$ cat src/rtl/tti_pkg.sv
// Shared types and constants for the track table interpolator.
package tti_pkg;

   localparam int IdW     = 30;
   localparam int LatW    = 27;
   localparam int LonW    = 28;
   localparam int SpdW    = 10;
   localparam int CogW    = 12;
   localparam int TimeW   = 47;
   localparam int OLatW   = 28;
   localparam int OLonW   = 29;
   localparam int OSpdW   = 12;
   localparam int CoordW  = 28;

   localparam logic [11:0] CogFull = 12'd3600;
   localparam logic [11:0] CogHalf = 12'd1800;

   localparam logic CMD_REPORT = 1'b0;
   localparam logic CMD_QUERY  = 1'b1;

   localparam logic CSR_INVALID_ID    = 1'b0;
   localparam logic CSR_INVALID_COORD = 1'b1;

   typedef struct packed {
      logic signed [LatW-1:0] lat;
      logic signed [LonW-1:0] lon;
      logic [SpdW-1:0]        spd;
      logic [CogW-1:0]        cog;
      logic [TimeW-1:0]       t;
   } rec_type;

   typedef enum logic [3:0] {
      ST_IDLE,
      ST_SCAN,
      ST_SCAN_END,
      ST_FETCH,
      ST_WRITE,
      ST_QREAD,
      ST_QCHECK,
      ST_DIV,
      ST_MUL,
      ST_SUM,
      ST_EMIT
   } state_type;

   // Controller to datapath commands.
   typedef struct packed {
      logic clear_idx;
      logic inc_idx;
      logic load_req;
      logic scan_step;
      logic fetch_tgt;
      logic write_slot;
      logic read_slot;
      logic div_start;
      logic div_step;
      logic mul_load;
      logic sum_load;
      logic emit;
      logic emit_last;
   } cmd_type;

   // Datapath to controller status.
   typedef struct packed {
      logic idx_end;
      logic slot_hit;
      logic slot_used;
      logic blend_ok;
      logic div_done;
      logic any_later;
      logic req_ok;
   } stat_type;

endpackage

$ cat src/rtl/tti_control.sv
// Sequencing state machine of the track table interpolator.
module tti_control
   import tti_pkg::*;
(
   input  logic     clock,
   input  logic     reset,
   input  logic     start,
   input  logic     req_command,
   output logic     busy,
   input  stat_type stat,
   output cmd_type  cmd
);

   state_type state_ff, state_in;
   logic      accept;

   assign accept = start && !busy;

   always_ff @(posedge clock) begin
      if (reset) state_ff <= ST_IDLE;
      else state_ff <= state_in;
   end

   always_comb begin
      state_in = state_ff;
      cmd      = '0;
      busy     = (state_ff != ST_IDLE);
      unique case (state_ff)
         ST_IDLE: begin
            if (accept) begin
               cmd.load_req  = 1'b1;
               cmd.clear_idx = 1'b1;
               state_in = (req_command == CMD_QUERY) ? ST_QREAD : ST_SCAN;
            end
         end
         // Walk all slots; each slot is compared in the cycle after its index is presented.
         ST_SCAN: begin
            cmd.scan_step = 1'b1;
            cmd.inc_idx   = 1'b1;
            if (stat.idx_end) state_in = ST_SCAN_END;
         end
         // The last slot is compared in this cycle.
         ST_SCAN_END: begin
            state_in = ST_FETCH;
         end
         // Read the target record so that it can move to previous.
         ST_FETCH: begin
            cmd.fetch_tgt = 1'b1;
            state_in = ST_WRITE;
         end
         ST_WRITE: begin
            cmd.write_slot = 1'b1;
            state_in = ST_IDLE;
         end
         ST_QREAD: begin
            state_in = ST_QCHECK;
         end
         ST_QCHECK: begin
            if (stat.slot_used) begin
               cmd.read_slot = 1'b1;
               state_in = ST_DIV;
            end else if (stat.idx_end) begin
               state_in = ST_IDLE;
            end else begin
               cmd.inc_idx = 1'b1;
               state_in = ST_QREAD;
            end
         end
         ST_DIV: begin
            cmd.div_start = 1'b1;
            state_in = ST_MUL;
         end
         ST_MUL: begin
            cmd.div_step = 1'b1;
            if (stat.div_done) begin
               cmd.div_step = 1'b0;
               cmd.mul_load = 1'b1;
               state_in = ST_SUM;
            end
         end
         ST_SUM: begin
            cmd.sum_load = 1'b1;
            state_in = ST_EMIT;
         end
         ST_EMIT: begin
            cmd.emit      = 1'b1;
            cmd.emit_last = !stat.any_later;
            if (!stat.any_later) begin
               state_in = ST_IDLE;
            end else begin
               cmd.inc_idx = 1'b1;
               state_in = ST_QREAD;
            end
         end
         default: state_in = ST_IDLE;
      endcase
   end

endmodule

$ cat config.mk
export PLATFORM = sky130hd
export DESIGN_NAME = tti_control
export DESIGN_NICKNAME = d
export VERILOG_FILES = /design/src/rtl/tti_pkg.sv /design/src/rtl/tti_control.sv
export SDC_FILE = /design/constraint.sdc
export NUM_CORES = 1
export LEC_CHECK = 0
export BUFFER_PORTS_ARGS = -buffer_cell sky130_fd_sc_hd__buf_2
export CORE_AREA = 3 3 40 42
export DETAILED_ROUTE_END_ITERATION = 7
export DIE_AREA = 0 0 43 45
export GPL_ROUTABILITY_DRIVEN = 0
export GPL_TIMING_DRIVEN = 0
export PLACE_DENSITY = 0.65
export RECOVER_POWER = 50
export SETUP_SLACK_MARGIN = 0.02
export SLEW_MARGIN = 40
export SYNTH_ARGS = -nofsm -noshare
export SYNTH_HDL_FRONTEND = slang
export SYNTH_SLANG_ARGS = --single-unit
$ cat constraint.sdc
create_clock -name clock -period 1.5 [get_ports clock]
set_clock_uncertainty 0.15 [all_clocks]
set_input_delay 0.15 -clock clock [delete_from_list [all_inputs] [get_ports clock]]
set_output_delay 0.15 -clock clock [all_outputs]
set_load 0.05 [all_outputs]
# Yosys cells after proc, flatten, opt, wreduce, memory -nomap -nowiden
# Cells that the tools add are included.
dict set report op_classes {
  div 0
  order_cmp 0
  n_shift 0
  mux 24
  n_eq_ne 13
  n_addsub 0
  reduce_logical 6
  mul 0
  bitwise 0
}
# cell count
set op_table {}
lappend op_table {{$pmux W4 S10} 1}
lappend op_table {{$eq A4 B3 Y1 const B} 4}
lappend op_table {{$mux W4} 4}
lappend op_table {{$eq A4 B4 Y1 const B} 3}
lappend op_table {{$mux W1} 12}
lappend op_table {{$mux W3} 3}
lappend op_table {{$eq A4 B2 Y1 const B} 2}
lappend op_table {{$mux W2} 3}
lappend op_table {{$ne A2 B2 Y1 const B} 3}
lappend op_table {{$eq A4 B1 Y1 const B} 1}
lappend op_table {{$logic_not A4 Y1} 1}
lappend op_table {{$reduce_bool A4 Y1} 1}
lappend op_table {{$pmux W1 S3} 1}
lappend op_table {{$reduce_and A3 Y1} 1}
lappend op_table {{$logic_not A1 Y1} 2}
lappend op_table {{$logic_and A1 B1 Y1} 1}
dict set report totals {
  ramBits 0
  memories 0
  latch_bits 0
  reg_bits 4
  output_inout_bits 14
  mem_bits_ro 0
}

# Logic depth before layout (Yosys ltp)
dict set report logic_depth {
  word_depth 5
  mapped_depth 5
}

# Worst setup path after synthesis
# OpenSTA, ideal clock, no wires.
dict set report synth_timing {
  path_kind {reg2out}
  start {reg state_ff[2]}
  end {out cmd[4] in the netlist's numbering}
  path_buffers 0
  setup_slack_ns -0.784
  required_time_ns 1.200
  path_stages_with_launch 3
  arrival_ns 1.984
  path_cell_list {dfxtp_1 -> nand2b_1 -> nor4_1}
}
# element line_no
set synth_rtl {}
lappend synth_rtl {{from (decl)} tti_control.sv:14} ;# state_type state_ff, state_in;
lappend synth_rtl {{from (signal assigned)} tti_control.sv:21} ;# else state_ff <= state_in;
lappend synth_rtl {{to (decl)} tti_control.sv:11} ;# output cmd_type cmd

==> flow_metrics.tcl <==
set metrics [dict create \
    hold_class "input pin to flip-flop" \
    cts_tree "yes" \
    synth_nets 72 \
    p_total_mw 1.73 \
    tightest_slew_ps 275 \
    mostFrequentLayoutCells "buf_6 (15), buf_4 (9), buf_2 (7)" \
    clk_pin_slew_ps 40 \
    ir_worst_vdd_mv 0.966 \
    cp-start-kind "flip-flop" \
    ys_seq_area_frac 0.182 \
    power.leakage_nw 0.390 \
    mostFrequentLayoutCell "buf_6" \
    postLayoutSetupSlackWorst_ps -137 \
    die_x_um 43 \
    overflow 0 \
    cp_max_fo 4 \
    min_period_ps 1640 \
    hpwl_um 938 \
    die_y_um 45 \
    wl_per_cell_um 14.4 \
    crit_type "flip-flop to output port" \
    post_drt_via_cell_ratio 5.33 \
    crit_chain "buf_6 > nand2b_4 > o32a_4 > o21ai_2 > buf_6" \
    maxCapViolCount 0 \
    cp_slowest_stage_delay_ps 320 \
    post-route-period-util 1.09 \
    syn2layout_area_growth_pct 101 \
    reg_top3 "state_ff x4" \
    clock-sinks 4 \
    nNetsFinal 106 \
    rows 13 \
    grt_use_total 0.171 \
    drv_slew 0 \
    ctsLongestPathBuffers 2 \
    cts-root-buf "clkbuf_4" \
    vias 576 \
    yosysWarnings 0 \
    relSlewSlack 0.816 \
    numPortBuffers 21 \
    worst_skew_pair.late_latency_ps 230 \
    largest-register "state_ff" \
    dp_cells 97 \
    synthesis.area_um2 439 \
    antenna_found_initial 0 \
    synth_cell_types 28 \
    violations "setup timing" \
    diodes 0 \
    ys_ff_latch 4 \
    drtAntennaViolNets 0 \
    max_freq_mhz 611 \
    cp.required_ps 1200 \
    grt_pass1_wl_mm 2.43 \
    stdcell_count 108 \
    cp_slowest_cell "dfxtp_2" \
    status "complete, but fails checks" \
    postSynthCellCount 61 \
    num_io_pins 25 \
    die-area_um2 1940 \
    initialDrtViolationCount 3 \
    cts_buffers 3 \
    firstDrtPassIters 5 \
    hold_viol_final 0 \
    grt_pass1_vias 563 \
    cp.arrival_ps 1340 \
    pwr_density_cell_nw_per_um2 1960 \
    path_common_cell "buf_6" \
    synth.avg_cell_area_um2 7.20 \
    setup_viol 9 \
    grt_max_degree 11 \
    drive_above_1_share 0.677 \
    end_kind "output port" \
    start_util 0.342 \
    core_um2 1280 \
    finalWirelength_mm 1.55 \
    largest_reg_flops 4 \
    rsz0062_at_grt "yes" \
    htreeDepth 1 \
    drc_errors 0 \
]
## cell type report
class / instances / area [µm²]
Tap cell: 15 / 18.8
Multi-Input combinational cell: 51 / 438
Inverter: 1 / 3.75
Timing Repair Buffer: 30 / 267
Fill cell: 105 / 400
Sequential cell: 4 / 90.1
Buffer: 4 / 45.0
Clock buffer: 3 / 22.5
## stage by stage
stage | setup WS [ps] | hold WS, ps | TNS [ps] | cell area (µm²) | utilization
detailed placement | -151 | 210 | -212 | 617 | 0.480
floorplan | -228 | 72.4 | -500 | 493 | -
global placement | -145 | 207 | -223 | 617 | 0.480
CTS | -170 | 146 | -670 | 822 | 0.640
global route | -190 | 177 | -1230 | 885 | 0.688
finish | -137 | 169 | -519 | 885 | 0.688
## worst max-delay path, delay by kind of cell, from the launching register on
family	cells	cell delay (ps)
simple gates	1	60
buf+inv	2	290
compound gates	2	430
flops	1	320
## cell usage after synthesis
library cell  instances  area share
buf_4                 2       0.034
nand2b_4              2       0.063
o21ai_1               2       0.023
a21oi_2               1       0.020
nor3_1                6       0.068
a21o_1                1       0.017
o2bb2ai_1             1       0.020
buf_2                 1       0.011
nor2b_1               3       0.043
nor3_2                1       0.023
mux2i_1               1       0.023
a211o_1               1       0.020
a221oi_1              1       0.020
nand2_1               6       0.051
nor4_1                1       0.014
nand2b_1              3       0.043
inv_1                 1      0.0085
a21oi_1               4       0.046
o32a_2                1       0.026
dfxtp_1               4        0.18
nor2_2                1       0.014
o21a_1                1       0.017
a21boi_1              1       0.017
buf_6                 2       0.051
nor2_1                9       0.077
o22a_2                1       0.023
o211ai_1              1       0.017
and3_1                2       0.028
## where the power goes
group          total (mW)  leakage, nW  switching (mW)  internal (mW)
Sequential          0.216       0.0350          0.0574          0.158
Combinational        1.38        0.341           0.782          0.600
Clock               0.134       0.0138          0.0445         0.0895
## cells by family (layout without fill, tap and decap cells)
kind of cell           after synthesis  after routing  share of synthesized area
flip-flops                           4              4                      0.182
AO/OA/AOI/OAI                       16             16                      0.265
multiplexers                         1              1                     0.0228
AND/OR/NAND/NOR                     34             34                      0.425
buffers and inverters                6             38                      0.105
## per-layer routing
| layer | GRT usage | wire length [µm] |
|---|---|---|
| met4 | 0.0663 | 29 |
| met5 | 0 | 0 |
| met2 | 0.293 | 772 |
| met3 | 0.0478 | 87 |
| met1 | 0.202 | 663 |
## final timing paths
path / start / to / slack (ps) / depth (start not counted)
hold reg to reg: state_ff[2] / state_ff[2] / 550 / 4
setup / recovery: state_ff[1] / cmd[11] / -140 / 5
setup reg to reg: state_ff[1] / state_ff[2] / -20 / 6
hold / removal: stat[6] / state_ff[0] / 170 / 4
## repair_timing
| action | in CTS | in global routing |
|---|---|---|
| hold buffers | 1 | 0 |
| gates resized for setup | 37 | 17 |
| buffers inserted | 8 | 0 |
| endpoints found under the setup margin | 14 | 17 |
| pin swaps | 2 | 4 |
| endpoints found under the hold margin | 1 | 0 |
No activity file was read; power rests on OpenSTA's default activity.
